File: src/rtl/cpc_pkg.sv
package cpc_pkg;

    localparam int WIND_BITS = 9;
    localparam int NUM_STEPS = 24;
    localparam int STEP_BITS = 5;
    localparam logic [STEP_BITS-1:0] FIN_STEP = STEP_BITS'(NUM_STEPS - 1);

    typedef enum logic {
        ST_IDLE,
        ST_EDGE
    } state_t;

    // multiplier operand codes
    typedef enum logic [4:0] {
        OP_EX, OP_EY, OP_NEY,
        OP_APX, OP_APY, OP_PAY,
        OP_PBX, OP_PBY,
        OP_BPX, OP_BPY,
        OP_R,
        OP_CL, OP_CH,
        OP_R2L, OP_R2H,
        OP_LL, OP_LH
    } operand_t;

    // result capture codes
    typedef enum logic [3:0] {
        SL_NONE, SL_LEN2, SL_D1, SL_D2, SL_DA, SL_DB,
        SL_R2, SL_CR, SL_CA2, SL_RL, SL_WIND
    } slot_t;

    typedef struct packed {
        operand_t    op_a;
        operand_t    op_b;
        logic [1:0]  shift;
        logic        clear;
        slot_t       slot;
    } uop_t;

    typedef struct packed {
        logic                 load;
        logic                 run;
        logic                 finish;
        logic                 sel;
        logic [STEP_BITS-1:0] step;
    } cmd_t;

    function automatic uop_t uop_rom(input logic [STEP_BITS-1:0] step);
        uop_t u;
        case (step)
            5'd0:    u = '{OP_EX,  OP_EX,  2'd0, 1'b1, SL_NONE};
            5'd1:    u = '{OP_EY,  OP_EY,  2'd0, 1'b0, SL_LEN2};
            5'd2:    u = '{OP_APX, OP_EX,  2'd0, 1'b1, SL_NONE};
            5'd3:    u = '{OP_APY, OP_EY,  2'd0, 1'b0, SL_D1};
            5'd4:    u = '{OP_EX,  OP_PBX, 2'd0, 1'b1, SL_NONE};
            5'd5:    u = '{OP_EY,  OP_PBY, 2'd0, 1'b0, SL_D2};
            5'd6:    u = '{OP_APX, OP_APX, 2'd0, 1'b1, SL_NONE};
            5'd7:    u = '{OP_APY, OP_APY, 2'd0, 1'b0, SL_DA};
            5'd8:    u = '{OP_PBX, OP_PBX, 2'd0, 1'b1, SL_NONE};
            5'd9:    u = '{OP_PBY, OP_PBY, 2'd0, 1'b0, SL_DB};
            5'd10:   u = '{OP_R,   OP_R,   2'd0, 1'b1, SL_R2};
            5'd11:   u = '{OP_EX,  OP_PBY, 2'd0, 1'b1, SL_NONE};
            5'd12:   u = '{OP_NEY, OP_PBX, 2'd0, 1'b0, SL_CR};
            5'd13:   u = '{OP_CL,  OP_CL,  2'd0, 1'b1, SL_NONE};
            5'd14:   u = '{OP_CL,  OP_CH,  2'd1, 1'b0, SL_NONE};
            5'd15:   u = '{OP_CL,  OP_CH,  2'd1, 1'b0, SL_NONE};
            5'd16:   u = '{OP_CH,  OP_CH,  2'd2, 1'b0, SL_CA2};
            5'd17:   u = '{OP_R2L, OP_LL,  2'd0, 1'b1, SL_NONE};
            5'd18:   u = '{OP_R2L, OP_LH,  2'd1, 1'b0, SL_NONE};
            5'd19:   u = '{OP_R2H, OP_LL,  2'd1, 1'b0, SL_NONE};
            5'd20:   u = '{OP_R2H, OP_LH,  2'd2, 1'b0, SL_RL};
            5'd21:   u = '{OP_APX, OP_BPY, 2'd0, 1'b1, SL_NONE};
            5'd22:   u = '{OP_PAY, OP_BPX, 2'd0, 1'b0, SL_WIND};
            default: u = '{OP_EX,  OP_EX,  2'd0, 1'b1, SL_NONE};
        endcase
        return u;
    endfunction

endpackage

File: src/rtl/cpc_vertex_if.sv
interface cpc_vertex_if #(
    parameter int COORD_BITS = 16
);
    logic                         valid;
    logic                         ready;
    logic signed [COORD_BITS-1:0] vertex_x;
    logic signed [COORD_BITS-1:0] vertex_y;
    logic                         last_vertex;
    logic signed [COORD_BITS-1:0] center_x;
    logic signed [COORD_BITS-1:0] center_y;
    logic [COORD_BITS-2:0]        circle_radius;

    modport source (output valid, vertex_x, vertex_y, last_vertex, center_x, center_y,
                    circle_radius, input ready);
    modport sink (input valid, vertex_x, vertex_y, last_vertex, center_x, center_y,
                  circle_radius, output ready);
endinterface

File: src/rtl/cpc_result_if.sv
interface cpc_result_if;
    logic valid;
    logic ready;
    logic collides;
    logic edge_touched;
    logic center_inside;

    modport source (output valid, collides, edge_touched, center_inside, input ready);
    modport sink (input valid, collides, edge_touched, center_inside, output ready);
endinterface

File: src/rtl/cpc_datapath.sv
module cpc_datapath
    import cpc_pkg::*;
#(
    parameter int COORD_BITS = 16
)(
    input  logic                         clk,
    input  logic                         rst_n,
    input  cmd_t                         cmd,
    input  logic signed [COORD_BITS-1:0] in_x,
    input  logic signed [COORD_BITS-1:0] in_y,
    input  logic signed [COORD_BITS-1:0] in_cx,
    input  logic signed [COORD_BITS-1:0] in_cy,
    input  logic [COORD_BITS-2:0]        in_r,
    output logic                         mid,
    output logic                         collides,
    output logic                         edge_touched,
    output logic                         center_inside
);

    localparam int C   = COORD_BITS;
    localparam int DW  = C + 1;        // coordinate difference
    localparam int H   = C + 2;        // split point of the wide products
    localparam int M   = C + 3;        // multiplier operand
    localparam int DQ  = 2 * C + 2;    // squared lengths
    localparam int R2W = 2 * C - 2;
    localparam int CAW = 2 * C + 2;
    localparam int AW  = 4 * C + 8;

    logic signed [C-1:0] v_x_reg, v_y_reg, first_x_reg, first_y_reg;
    logic signed [C-1:0] prev_x_reg, prev_y_reg, cx_reg, cy_reg;
    logic [C-2:0]        r_reg;
    logic                mid_reg, hit_reg;
    logic [WIND_BITS-1:0] wind_reg;
    logic [DQ-1:0]       len2_reg, da_reg, db_reg;
    logic [R2W-1:0]      r2_reg;
    logic [CAW-1:0]      ca_reg;
    logic                d1_pos_reg, d2_pos_reg, wcr_pos_reg, wcr_neg_reg;
    logic signed [AW-1:0] acc_reg, ca2_reg, rl_reg;
    logic                out_col_reg, out_edge_reg, out_in_reg;

    logic signed [C-1:0]  a_x, a_y, b_x, b_y;
    logic signed [DW-1:0] ex, ey, ney, apx, apy, pay, pbx, pby, bpx, bpy;
    uop_t                 u;
    logic signed [M-1:0]  opa, opb;
    logic signed [2*M-1:0] prod;
    logic signed [AW-1:0] prod_ext, shifted, acc_next, acc_abs;
    logic                 hit_edge;
    logic [WIND_BITS-1:0] wind_next;

    assign a_x = cmd.sel ? v_x_reg : prev_x_reg;
    assign a_y = cmd.sel ? v_y_reg : prev_y_reg;
    assign b_x = cmd.sel ? first_x_reg : v_x_reg;
    assign b_y = cmd.sel ? first_y_reg : v_y_reg;

    assign ex  = DW'(b_x) - DW'(a_x);
    assign ey  = DW'(b_y) - DW'(a_y);
    assign ney = DW'(a_y) - DW'(b_y);
    assign apx = DW'(a_x) - DW'(cx_reg);
    assign apy = DW'(a_y) - DW'(cy_reg);
    assign pay = DW'(cy_reg) - DW'(a_y);
    assign pbx = DW'(cx_reg) - DW'(b_x);
    assign pby = DW'(cy_reg) - DW'(b_y);
    assign bpx = DW'(b_x) - DW'(cx_reg);
    assign bpy = DW'(b_y) - DW'(cy_reg);

    function automatic logic signed [M-1:0] pick(input operand_t op);
        logic signed [M-1:0] v;
        case (op)
            OP_EX:   v = M'(ex);
            OP_EY:   v = M'(ey);
            OP_NEY:  v = M'(ney);
            OP_APX:  v = M'(apx);
            OP_APY:  v = M'(apy);
            OP_PAY:  v = M'(pay);
            OP_PBX:  v = M'(pbx);
            OP_PBY:  v = M'(pby);
            OP_BPX:  v = M'(bpx);
            OP_BPY:  v = M'(bpy);
            OP_R:    v = M'({1'b0, r_reg});
            OP_CL:   v = M'({1'b0, ca_reg[H-1:0]});
            OP_CH:   v = M'({1'b0, ca_reg[CAW-1:H]});
            OP_R2L:  v = M'({1'b0, r2_reg[H-1:0]});
            OP_R2H:  v = M'({1'b0, r2_reg[R2W-1:H]});
            OP_LL:   v = M'({1'b0, len2_reg[H-1:0]});
            OP_LH:   v = M'({1'b0, len2_reg[DQ-1:H]});
            default: v = '0;
        endcase
        return v;
    endfunction

    always_comb
    begin
        u        = uop_rom(cmd.step);
        opa      = pick(u.op_a);
        opb      = pick(u.op_b);
        prod     = opa * opb;
        prod_ext = AW'(prod);
        case (u.shift)
            2'd1:    shifted = prod_ext <<< H;
            2'd2:    shifted = prod_ext <<< (2 * H);
            default: shifted = prod_ext;
        endcase
        acc_next = (u.clear ? '0 : acc_reg) + shifted;
        acc_abs  = acc_next[AW-1] ? -acc_next : acc_next;
    end

    // edge verdict and winding update, taken on the finish step
    always_comb
    begin
        if (len2_reg == '0 || d1_pos_reg)
            hit_edge = (da_reg <= DQ'(r2_reg));
        else if (d2_pos_reg)
            hit_edge = (db_reg <= DQ'(r2_reg));
        else
            hit_edge = (ca2_reg <= rl_reg);

        wind_next = wind_reg;
        if (!(apy > 0))
        begin
            if ((bpy > 0) && wcr_pos_reg)
                wind_next = wind_reg + 1'b1;
        end
        else
        begin
            if (!(bpy > 0) && wcr_neg_reg)
                wind_next = wind_reg - 1'b1;
        end
    end

    always_ff @(posedge clk or negedge rst_n)
    begin
        if (!rst_n)
        begin
            mid_reg      <= 1'b0;
            hit_reg      <= 1'b0;
            wind_reg     <= '0;
            first_x_reg  <= '0;
            first_y_reg  <= '0;
            prev_x_reg   <= '0;
            prev_y_reg   <= '0;
            cx_reg       <= '0;
            cy_reg       <= '0;
            r_reg        <= '0;
        end
        else if (cmd.load)
        begin
            if (!mid_reg)
            begin
                cx_reg      <= in_cx;
                cy_reg      <= in_cy;
                r_reg       <= in_r;
                first_x_reg <= in_x;
                first_y_reg <= in_y;
                prev_x_reg  <= in_x;
                prev_y_reg  <= in_y;
                hit_reg     <= 1'b0;
                wind_reg    <= '0;
                mid_reg     <= 1'b1;
            end
        end
        else if (cmd.finish)
        begin
            hit_reg  <= hit_reg | hit_edge;
            wind_reg <= wind_next;
            if (cmd.sel)
                mid_reg <= 1'b0;
            else
            begin
                prev_x_reg <= v_x_reg;
                prev_y_reg <= v_y_reg;
            end
        end
    end

    always_ff @(posedge clk)
    begin
        if (cmd.load)
        begin
            v_x_reg <= in_x;
            v_y_reg <= in_y;
        end
        if (cmd.run)
        begin
            acc_reg <= acc_next;
            case (u.slot)
                SL_LEN2: len2_reg    <= DQ'(acc_next);
                SL_D1:   d1_pos_reg  <= (acc_next > 0);
                SL_D2:   d2_pos_reg  <= (acc_next > 0);
                SL_DA:   da_reg      <= DQ'(acc_next);
                SL_DB:   db_reg      <= DQ'(acc_next);
                SL_R2:   r2_reg      <= R2W'(acc_next);
                SL_CR:   ca_reg      <= CAW'(acc_abs);
                SL_CA2:  ca2_reg     <= acc_next;
                SL_RL:   rl_reg      <= acc_next;
                SL_WIND:
                begin
                    wcr_pos_reg <= (acc_next > 0);
                    wcr_neg_reg <= acc_next[AW-1];
                end
                default: ;
            endcase
        end
        if (cmd.finish && cmd.sel)
        begin
            out_edge_reg <= hit_reg | hit_edge;
            out_in_reg   <= (wind_next != '0);
            out_col_reg  <= hit_reg | hit_edge | (wind_next != '0);
        end
    end

    assign mid           = mid_reg;
    assign collides      = out_col_reg;
    assign edge_touched  = out_edge_reg;
    assign center_inside = out_in_reg;

endmodule

File: src/rtl/cpc_control.sv
module cpc_control
    import cpc_pkg::*;
(
    input  logic clk,
    input  logic rst_n,
    input  logic in_valid,
    input  logic in_last,
    output logic in_ready,
    input  logic mid,
    output logic out_valid,
    input  logic out_ready,
    output cmd_t cmd
);

    state_t               state_reg, state_next;
    logic [STEP_BITS-1:0] step_reg, step_next;
    logic                 sel_reg, sel_next;
    logic                 last_reg, last_next;
    logic                 out_valid_reg, out_valid_next;
    logic                 accept, at_fin, stall, fin_go;

    assign accept = in_valid && (state_reg == ST_IDLE);
    assign at_fin = (state_reg == ST_EDGE) && (step_reg == FIN_STEP);
    // closing edge cannot finish while the previous result is still unread
    assign stall  = sel_reg && out_valid_reg && !out_ready;
    assign fin_go = at_fin && !stall;

    always_comb
    begin
        state_next = state_reg;
        step_next  = step_reg;
        sel_next   = sel_reg;
        last_next  = last_reg;
        case (state_reg)
            ST_IDLE:
            begin
                if (accept)
                begin
                    last_next = in_last;
                    step_next = '0;
                    if (mid)
                    begin
                        state_next = ST_EDGE;
                        sel_next   = 1'b0;
                    end
                    else if (in_last)
                    begin
                        state_next = ST_EDGE;
                        sel_next   = 1'b1;
                    end
                end
            end
            ST_EDGE:
            begin
                if (!at_fin)
                    step_next = step_reg + 1'b1;
                else if (!stall)
                begin
                    step_next = '0;
                    if (!sel_reg && last_reg)
                        sel_next = 1'b1;
                    else
                        state_next = ST_IDLE;
                end
            end
            default: state_next = ST_IDLE;
        endcase
        out_valid_next = (out_valid_reg && !out_ready) || (fin_go && sel_reg);
    end

    always_comb
    begin
        in_ready   = (state_reg == ST_IDLE);
        out_valid  = out_valid_reg;
        cmd.load   = accept;
        cmd.run    = (state_reg == ST_EDGE) && (step_reg != FIN_STEP);
        cmd.finish = fin_go;
        cmd.sel    = sel_reg;
        cmd.step   = step_reg;
    end

    always_ff @(posedge clk or negedge rst_n)
    begin
        if (!rst_n)
        begin
            state_reg     <= ST_IDLE;
            step_reg      <= '0;
            sel_reg       <= 1'b0;
            last_reg      <= 1'b0;
            out_valid_reg <= 1'b0;
        end
        else
        begin
            state_reg     <= state_next;
            step_reg      <= step_next;
            sel_reg       <= sel_next;
            last_reg      <= last_next;
            out_valid_reg <= out_valid_next;
        end
    end

endmodule

File: src/rtl/circle_polygon_collision.sv
// Each edge runs 23 products and one verdict on one shared multiply-accumulate unit.
// A polygon's first vertex is only stored, or runs the closing edge if it also closes the polygon;
// each later vertex runs its edge from the vertex before, and the last one also the closing edge;
// result valid the cycle after the final verdict. Input is refused during an edge; one finished
// result may wait at the output, and a closing edge holds its last cycle until it is taken.
// Asynchronous active-low reset clears the controller, the polygon state and the output valid.
module circle_polygon_collision
    import cpc_pkg::*;
#(
    parameter int COORD_BITS = 16
)(
    input  logic            clk,
    input  logic            rst_n,
    cpc_vertex_if.sink      vertex,
    cpc_result_if.source    result
);

    cmd_t cmd;
    logic mid;

    cpc_control u_control (
        .clk       (clk),
        .rst_n     (rst_n),
        .in_valid  (vertex.valid),
        .in_last   (vertex.last_vertex),
        .in_ready  (vertex.ready),
        .mid       (mid),
        .out_valid (result.valid),
        .out_ready (result.ready),
        .cmd       (cmd)
    );

    cpc_datapath #(
        .COORD_BITS (COORD_BITS)
    ) u_datapath (
        .clk           (clk),
        .rst_n         (rst_n),
        .cmd           (cmd),
        .in_x          (vertex.vertex_x),
        .in_y          (vertex.vertex_y),
        .in_cx         (vertex.center_x),
        .in_cy         (vertex.center_y),
        .in_r          (vertex.circle_radius),
        .mid           (mid),
        .collides      (result.collides),
        .edge_touched  (result.edge_touched),
        .center_inside (result.center_inside)
    );

endmodule
File: src/flat_wrapper.sv
// flat-port wrapper written by rule: the top's interface ports become plain ports
module circle_polygon_collision_flat import cpc_pkg::*;
#(
    parameter int COORD_BITS = 16
)
  (clk, rst_n, vertex_valid, vertex_vertex_x, vertex_vertex_y, vertex_last_vertex, vertex_center_x, vertex_center_y, vertex_circle_radius, vertex_ready, result_valid, result_collides, result_edge_touched, result_center_inside, result_ready);
  cpc_vertex_if #(.COORD_BITS(COORD_BITS)) vertex_i ();
  cpc_result_if result_i ();
  input  logic clk;
  input  logic rst_n;
  input wire logic [$bits(vertex_i.valid)-1:0] vertex_valid;
  input wire logic [$bits(vertex_i.vertex_x)-1:0] vertex_vertex_x;
  input wire logic [$bits(vertex_i.vertex_y)-1:0] vertex_vertex_y;
  input wire logic [$bits(vertex_i.last_vertex)-1:0] vertex_last_vertex;
  input wire logic [$bits(vertex_i.center_x)-1:0] vertex_center_x;
  input wire logic [$bits(vertex_i.center_y)-1:0] vertex_center_y;
  input wire logic [$bits(vertex_i.circle_radius)-1:0] vertex_circle_radius;
  output wire logic [$bits(vertex_i.ready)-1:0] vertex_ready;
  output wire logic [$bits(result_i.valid)-1:0] result_valid;
  output wire logic [$bits(result_i.collides)-1:0] result_collides;
  output wire logic [$bits(result_i.edge_touched)-1:0] result_edge_touched;
  output wire logic [$bits(result_i.center_inside)-1:0] result_center_inside;
  input wire logic [$bits(result_i.ready)-1:0] result_ready;
  assign vertex_i.valid = vertex_valid;
  assign vertex_i.vertex_x = vertex_vertex_x;
  assign vertex_i.vertex_y = vertex_vertex_y;
  assign vertex_i.last_vertex = vertex_last_vertex;
  assign vertex_i.center_x = vertex_center_x;
  assign vertex_i.center_y = vertex_center_y;
  assign vertex_i.circle_radius = vertex_circle_radius;
  assign vertex_ready = vertex_i.ready;
  assign result_valid = result_i.valid;
  assign result_collides = result_i.collides;
  assign result_edge_touched = result_i.edge_touched;
  assign result_center_inside = result_i.center_inside;
  assign result_i.ready = result_ready;
  circle_polygon_collision #(.COORD_BITS(COORD_BITS)) u_core (.clk(clk), .rst_n(rst_n), .vertex(vertex_i), .result(result_i));
endmodule
File: config.mk
export PLATFORM = sky130hd
export DESIGN_NAME = circle_polygon_collision_flat
export DESIGN_NICKNAME = d
export VERILOG_FILES = /design/src/rtl/cpc_pkg.sv /design/src/rtl/cpc_vertex_if.sv /design/src/rtl/cpc_result_if.sv /design/src/rtl/cpc_datapath.sv /design/src/rtl/cpc_control.sv /design/src/rtl/circle_polygon_collision.sv /design/src/flat_wrapper.sv
export SDC_FILE = /design/constraint.sdc
export NUM_CORES = 2
export LEC_CHECK = 0
export ABC_AREA = 1
export CORE_MARGIN = 4
export CORE_UTILIZATION = 25
export CTS_BUF_LIST = sky130_fd_sc_hd__clkbuf_16
export CTS_CLUSTER_SIZE = 24
export DETAILED_ROUTE_END_ITERATION = 10
export DONT_BUFFER_PORTS = 1
export GPL_TIMING_DRIVEN = 0
export PLACE_DENSITY_LB_ADDON = 0.25
export SLEW_MARGIN = 0
export SYNTH_ARGS = -nofsm -noshare
export SYNTH_HDL_FRONTEND = slang
export SYNTH_HIERARCHICAL = 1
export SYNTH_SLANG_ARGS = --single-unit
File: constraint.sdc
create_clock -name clk -period 11.81 [get_ports clk]
set_input_delay 3.543 -clock clk [delete_from_list [all_inputs] [get_ports clk]]
set_output_delay 3.543 -clock clk [all_outputs]
set_load 0.01 [all_outputs]
# ---- Yosys cells after proc, flatten, opt, wreduce, memory -nomap -nowiden
# Memory sizes are Yosys's and may differ from the RTL's.
# Cells that the tools add are included.
dict set report word_totals {
  wordCells 202
  output_inout_bits 5
  mem_bits_ro 512
  n_memories 1
  input_bits 84
  reg_bits 552
}
dict set report op_classes {
  order_cmp 6
  mul 1
  muxes 49
  bitwise 4
  eq_ne 54
  add_sub_neg 15
  n_reduce_logical 40
}
# name words width rd rd_clocked_by_memory_dff wr line_no
set mem_list {}
lappend mem_list {{(name not given)} 32 16 1 0 0 cpc_pkg.sv:49} ;# case (step)
# cell count
set ops {}
lappend ops {{case mux 19 bit (17 select lines)} 2}
lappend ops {{2-to-1 mux 16 bit} 12}
lappend ops {{subtractor 16 x 16 -> 17 bit} 10}
lappend ops {{case mux 72 bit (2 select lines)} 1}
lappend ops {{equality test 5 x 4 -> 1 bit, second input constant} 16}
lappend ops {{adder 72 bit} 1}
lappend ops {{greater-than comparator 72 x 1 -> 1 bit, second input constant} 1}
lappend ops {{less-or-equal comparator 72 bit} 1}
lappend ops {{2-to-1 mux 72 bit} 1}
lappend ops {{less-or-equal comparator 34 x 30 -> 1 bit} 2}
lappend ops {{2-to-1 mux 9 bit} 6}
lappend ops {{equality test 5 x 3 -> 1 bit, second input constant} 8}
lappend ops {{multiplier 19 x 19 -> 38 bit} 1}
lappend ops {{greater-than comparator 17 x 1 -> 1 bit, second input constant} 2}
lappend ops {{zero test 34 bit} 1}
lappend ops {{2-to-1 mux 34 bit} 1}
lappend ops {{negator 34 bit} 1}
lappend ops {{AND reduction 2 bit} 15}
lappend ops {{equality test 5 x 2 -> 1 bit, second input constant} 4}
lappend ops {{2-to-1 mux 1 bit} 20}
lappend ops {{equality test 4 x 3 -> 1 bit, second input constant} 4}
lappend ops {{equality test 5 bit, second input constant} 3}
lappend ops {{2-to-1 mux 5 bit} 3}
lappend ops {{equality test 4 bit, second input constant} 3}
lappend ops {{25 further kinds} 50}

# ---- Logic depth before layout (Yosys ltp)
dict set report logic_depth {
  word_depth 9
  depth_mapped 74
  depth_no_buf 68
}

# ---- Cells and area by module
# Netlist, hierarchy kept.
# module area_per_inst_um2 n_inst seq_area_each_um2 cells_per_inst
set modules_own_cells {}
lappend modules_own_cells {cpc_datapath 56678.1 1 15695.1 7196}
lappend modules_own_cells {cpc_control 571.8 1 225.2 76}

# ---- Worst setup path before layout
# No wires, ideal clock.
dict set report synth_timing {
  path_type {register to register}
  from {register u_core.u_control.sel_reg}
  to {register u_core.u_datapath.ca_reg[4], data pin}
  required_ns 11.536
  n_path_buf 6
  setup_ns 0.274
  path_stages_with_launch 65
  arrival_ns 11.382
  setup_slack_ns 0.154
  synth_period_minus_slack_ns 11.656
  cell_sequence {dfrtp_1 buf_4 clkbuf_1 inv_1 clkbuf_1 or2_2 o21ai_0 inv_1 fa_1 nand3_1 nand3_1 nand2_1 nand2_1 nand2_1 o2111ai_2 xor2_4 or2_1 o21ai_1 [29 not listed] ha_1 inv_1 nor3_1 nand2_1 nor2_1 nand2_1 inv_1 nand3_1 nand3_1 nand2_1 nand2_1 inv_1 nand3_1 nand2_2 inv_2 buf_2 nand2_1 xnor2_1}
}
dict set report synth_via {
  elab_cells_between_ends 21
  classes_between {12 x add/sub; 1 x mul; 8 x mux}
}
# element line_no
set synth_lines {}
lappend synth_lines {{start, declared} cpc_control.sv:17} ;# logic sel_reg, sel_next;
lappend synth_lines {{start signal, assigned} cpc_control.sv:96} ;# sel_reg <= sel_next;
lappend synth_lines {{2-to-1 mux 16 bit (on tied branches)} n/a}
lappend synth_lines {{subtractor 16 x 16 -> 17 bit (tied with other cells)} cpc_datapath.sv:64} ;# assign bpy = DW'(b_y) - DW'(cy_reg);
lappend synth_lines {{case mux 19 bit (17 select lines)} cpc_datapath.sv:68} ;# case (op)
lappend synth_lines {{multiplier 19 x 19 -> 38 bit *} cpc_datapath.sv:96} ;# prod = opa * opb;
lappend synth_lines {{case mux 72 bit (2 select lines) *} cpc_datapath.sv:98} ;# case (u.shift)
lappend synth_lines {{adder 72 bit *} cpc_datapath.sv:103} ;# acc_next = (u.clear ? '0 : acc_reg) + shifted;
lappend synth_lines {{via u_core.u_datapath.acc_next[71]} cpc_datapath.sv:46} ;# logic signed [AW-1:0] prod_ext, shifted, acc_next, acc_abs;
lappend synth_lines {{2-to-1 mux 34 bit *} cpc_datapath.sv:104} ;# acc_abs = acc_next[AW-1] ? -acc_next : acc_next;
lappend synth_lines {{via u_core.u_datapath.acc_abs[4]} cpc_datapath.sv:46}
lappend synth_lines {{end signal, assigned} cpc_datapath.sv:192} ;# SL_CR: ca_reg <= CAW'(acc_abs);
lappend synth_lines {{end, declared} cpc_datapath.sv:36} ;# logic [CAW-1:0] ca_reg;
# The timed path passes the listed nets; every way through them passes the cells marked *.
# A chain may end at the register's enable or synchronous reset.

# ---- Final worst setup path
dict set report layout_timing {
  from {register u_core.u_control.sel_reg}
  to {register u_core.u_datapath.d2_pos_reg, data pin}
}
dict set report layout_via {
  elab_chain_cells 7
  elab_cells_between_ends 20
  classes_between {11 x add/sub; 1 x mul; 1 x order compare; 7 x mux}
}
# element line_no
set layout_lines {}
lappend layout_lines {{2-to-1 mux 16 bit (on tied branches)} n/a}
lappend layout_lines {{subtractor 16 x 16 -> 17 bit (tied with other cells)} cpc_datapath.sv:64}
lappend layout_lines {{case mux 19 bit (17 select lines)} cpc_datapath.sv:68}
lappend layout_lines {{multiplier 19 x 19 -> 38 bit *} cpc_datapath.sv:96}
lappend layout_lines {{case mux 72 bit (2 select lines) *} cpc_datapath.sv:98}
lappend layout_lines {{adder 72 bit *} cpc_datapath.sv:103}
lappend layout_lines {{greater-than comparator 72 x 1 -> 1 bit *} cpc_datapath.sv:188} ;# SL_D2: d2_pos_reg <= (acc_next > 0);
lappend layout_lines {{end signal, assigned} cpc_datapath.sv:188}
lappend layout_lines {{end, declared} cpc_datapath.sv:37} ;# logic d1_pos_reg, d2_pos_reg, wcr_pos_reg, wcr_neg_reg;
# Every way passes the cells marked *; elsewhere a longest branch is shown, timed or not.

==> results.env <==
STATUS='finished, violations left'
VIOLATIONS='negative setup slack'
POST-DP-HPWL_MM=213
TRITONCTS='yes'
REPORT.FINAL.SLEW_VIOL_COUNT=0
SYNTH-COMPOUND-AREA-SHARE_PCT=12.1
WORST_R2R_ENDPOINT='u_core/u_datapath/d2_pos_reg'
SYNTHESIS.INSTANCES=7272
SYN-NUM-NETS=8222
NUM_IO_PINS=89
PATH_CLASS='reg2reg'
TOP_USAGE_LAYER='met2'
DRTITER0DRC=4389
GRT_ANTENNA_BEFORE_REPAIR=7
CRIT_FAMILY='adder cells'
HOLDCRITPATHCLASS='reg2reg'
SETUP.WORST_PATH.START_CLASS='flip-flop'
CP-END-KIND='flip-flop'
FINAL_COMMON_CELL='sky130_fd_sc_hd__nand2_1'
ACTUAL_SLEW_AT_THE_WORST_MAX_SLEW_PIN_NS=1.38
CTS-BUFFERS-INSERTED=69
GR-USAGE-MET2_PCT=34.9
NUMBER_OF_FLOPS_MAPPED_TO_ENABLE_CELLS_BY_YOSYS=421
FMAX_GHz=0.0812
POSTSYNTH.ASYNCRESETSHARE_PCT=23.7
CTS.CLK_SLEW.WORST_PATHS_NS=0.06
AREA_OF_THE_CORE_UM2=228000
GRT.MET1_USAGE_PCT=29.5
PERIOD_NEEDED_NS=12.32
GRT.MET3_USAGE_PCT=2.82
PATH_MAX_FANOUT=10
GRT_SETUP_UNREPAIRED='yes'
DRC=0
INITIAL_CORE_UTIL_PCT=25.1
NETLIST_AREA_UM2=57200
YOSYSUNIQUECELLTYPES=76
DOMINANT_COMBINATIONAL_CELL_FAMILY_BY_AREA_AFTER_SYNTHESIS='adder cells'
DETAILEDROUTE.FIRSTPASSITERATIONCOUNT=8
REG2REG_DEPTH=60
VIA_COUNT_OF_THE_FIRST_GLOBAL_ROUTING_PASS=54000
FLOORPLAN.DIE_AREA_UM2=237000
CHIPWIDTH_UM=487
PLACEMENTROWS=175
CTS-ROOT-BUF='sky130_fd_sc_hd__clkbuf_16'
DIE_H_UM=487
CRIT_PATH_MAX_INCR_DELAY_NS=0.63
WHS_NS=0.499
AREA.GROWTH.SYNTH_TO_FINAL_PCT=35.1
REG2REG_SETUP_SLACK_NS=-0.51
YOSYS.AREA_SHARE.ADDER_PCT=23.9
CLOCK_SINK_COUNT=552
WORSTPATHREQUIRED_NS=12.21
NNETSFINAL=8782
GROUTE.USAGE.OVERALL_PCT=21.7
WL_MM=266
POST_SYNTH_XOR_AREA_FRACTION_PCT=3.47
SYN_AREA_PER_CELL_UM2=7.87
SEQ_AREA_FRAC_SYNTH_PCT=27.8
ROUTABILITYCONGESTION=1.01
CRIT_TOP_CELL='sky130_fd_sc_hd__nand2_1'
POST_ROUTE_CELLS_DRIVE_ABOVE_1_SHARE_PCT=31.3
GRT_PASS1_WL_MM=378
WORST_SKEW_PAIR.LATE_LATENCY_NS=0.75
LAYOUT.CELLS.MOST_COMMON_LIST='sky130_fd_sc_hd__nand2_1, sky130_fd_sc_hd__inv_1, sky130_fd_sc_hd__nor2_1'
SYNTH_SIMPLE_GATE_AREA_SHARE_PCT=21.4
AVGVIACOUNTPERCELL=4.95
WORST-PATH-STAGES=60
HOLDBUFCOUNTCTS=0
WORST-ENDPOINT-ARRIVAL_NS=12.72
VIAS=53900
CTS-HTREE-LEVELS=3
SYNTH_FLOP_TYPE='sky130_fd_sc_hd__edfxtp_1'
PORT_BUFFERS=0
WORST-PATH-BUF-INV=16
CP-ENDPOINT='u_core/u_datapath/d2_pos_reg'
TIMING.FINAL.HOLD_VIOLATIONS=0
FILLERS=23700
LARGEST_NET_DEGREE_AT_THE_START_OF_GLOBAL_ROUTING=132
FINALCLOCKSKEW_NS=0.0875
MAXCAPVIOLATIONS=0
POSTLAYOUTCOREUTIL_PCT=34.0
CRIT-REG2REG-LAUNCH='u_core/u_control/sel_reg'
YOSYSWARNINGCOUNT=6
WIRE_PER_INST_UM=24.4
POST-ROUTE-WORST-SETUP-SLACK_NS=-0.509
MUX_CONTRIBUTION_TO_SYNTHESIZED_AREA_PCT=0.865
OVERFLOW=0
CRITICAL_PATH.STARTPOINT='u_core/u_control/sel_reg'
CLK_PATH_BUF_DEPTH=3
SYNTH-SEQ-CELLS=552
SETUP_VIOL=46
FIN_CRIT_SH_PCT=104
SLEW_HEADROOM_PCT=7.73
ANT_NETS=0
WORST_PATH_MAX_DELAY_CELL='sky130_fd_sc_hd__fa_2'
kinds of logic (layout without fill, tap and decap cells):
group                    after synthesis  in the layout
AO/OA/AOI/OAI                       1214           1214
XOR/XNOR                             223            223
adder cells (fa/ha/maj)              866            866
buffers and inverters               1508           2117
flip-flops                           552            552
multiplexers                          44             44
other                                  0              4
AND/OR/NAND/NOR                     2865           2866
worst register-to-register path, delay by kind of cell, from the launching register on:
family / cells / cell delay (ns)
XOR/XNOR: 1 / 0.24
buffers and inverters: 16 / 2.08
adder cells (fa/ha/maj): 10 / 4.39
AO/OA/AOI/OAI: 9 / 1.80
AND/OR/NAND/NOR: 24 / 3.15
flip-flops: 1 / 0.36
synth_stat cells, types with 19 or more instances:
library cell	number	area share, %
sky130_fd_sc_hd__a211oi_1	24	0.31
sky130_fd_sc_hd__a21o_1	20	0.26
sky130_fd_sc_hd__a21oi_1	476	4.2
sky130_fd_sc_hd__a221oi_1	25	0.38
sky130_fd_sc_hd__a31oi_1	37	0.40
sky130_fd_sc_hd__buf_2	44	0.38
sky130_fd_sc_hd__buf_4	21	0.28
sky130_fd_sc_hd__clkbuf_1	77	0.50
sky130_fd_sc_hd__dfrtp_1	131	5.7
sky130_fd_sc_hd__edfxtp_1	421	22
sky130_fd_sc_hd__fa_1	381	13
sky130_fd_sc_hd__ha_1	485	11
sky130_fd_sc_hd__inv_1	1297	8.5
sky130_fd_sc_hd__inv_2	41	0.27
sky130_fd_sc_hd__mux2_2	44	0.87
sky130_fd_sc_hd__nand2_1	1461	9.6
sky130_fd_sc_hd__nand2_2	36	0.39
sky130_fd_sc_hd__nand3_1	270	2.4
sky130_fd_sc_hd__nand3b_1	31	0.41
sky130_fd_sc_hd__nand4_1	78	0.85
sky130_fd_sc_hd__nor2_1	744	4.9
sky130_fd_sc_hd__nor3_1	64	0.56
sky130_fd_sc_hd__nor4_1	27	0.30
sky130_fd_sc_hd__o2111ai_1	23	0.35
sky130_fd_sc_hd__o211ai_1	19	0.25
sky130_fd_sc_hd__o21ai_0	383	3.3
sky130_fd_sc_hd__o21bai_1	28	0.37
sky130_fd_sc_hd__o22ai_1	74	0.81
sky130_fd_sc_hd__or2_2	85	0.93
sky130_fd_sc_hd__xnor2_1	45	0.69
sky130_fd_sc_hd__xor2_1	175	2.7
area by class of cell:
cell class / count / area (um2) / share of cell area [%]
Clock buffer: 70 / 1750 / 2.26
Clock inverter: 51 / 445 / 0.576
Sequential cell: 552 / 15900 / 20.6
Buffer: 146 / 1270 / 1.64
Inverter: 1348 / 5240 / 6.78
Timing Repair Buffer: 502 / 4520 / 5.85
Multi-Input combinational cell: 5213 / 44400 / 57.4
Antenna cell: 4 / 10.0 / 0.0129
Tap cell: 3009 / 3760 / 4.87
worst min-delay path by stage:
stage | startpoint | end | slack, ns | cells past startpoint
after floorplan | u_core/u_datapath/first_x_reg[6] | u_core/u_datapath/first_x_reg[6] | 0.47 | 1
after global placement | u_core/u_datapath/first_y_reg[2] | u_core/u_datapath/first_y_reg[2] | 0.48 | 1
after detailed placement | u_core/u_datapath/first_x_reg[5] | u_core/u_datapath/first_x_reg[5] | 0.49 | 1
after CTS | u_core/u_datapath/first_x_reg[5] | u_core/u_datapath/first_x_reg[5] | 0.50 | 1
after global routing | u_core/u_datapath/first_y_reg[9] | u_core/u_datapath/first_y_reg[9] | 0.51 | 1
final | u_core/u_datapath/first_x_reg[5] | u_core/u_datapath/first_x_reg[5] | 0.50 | 1
per-stage QoR:
| step | TNS (ns) | area, um2 | cells | worst slack, ns |
|---|---|---|---|---|
| 3_3_place_gp | -1023.70 | 61000 | 10300 | -5.12 |
| 5_1_grt | -35.54 | 77400 | 10900 | -0.881 |
| 6_report | -13.29 | 77400 | 10900 | -0.509 |
| 4_1_cts | -7.67 | 72700 | 10700 | -0.518 |
| 2_1_floorplan | 0 | 57200 | 7272 | 0.154 |
| 3_5_place_dp | -998.89 | 61300 | 10300 | -5.06 |
timing repair:
item	in CTS	in global routing
pin swaps	301	285
endpoints found under the setup margin	336	246
cloned	4	6
resized for setup	1566	847
buffers inserted	298	181
routing by layer:
layer | part of all wire (%) | vias to the layer above
met2 | 45 | 1784
met5 | 0.0049 | -
met3 | 5.5 | 446
met4 | 5.1 | 2
met1 | 44 | 27000
li1 | - | 24700
Power is left out: the tool's default activity adds up to more than one toggle a clock period on the data nets, which glitch-free logic cannot reach.
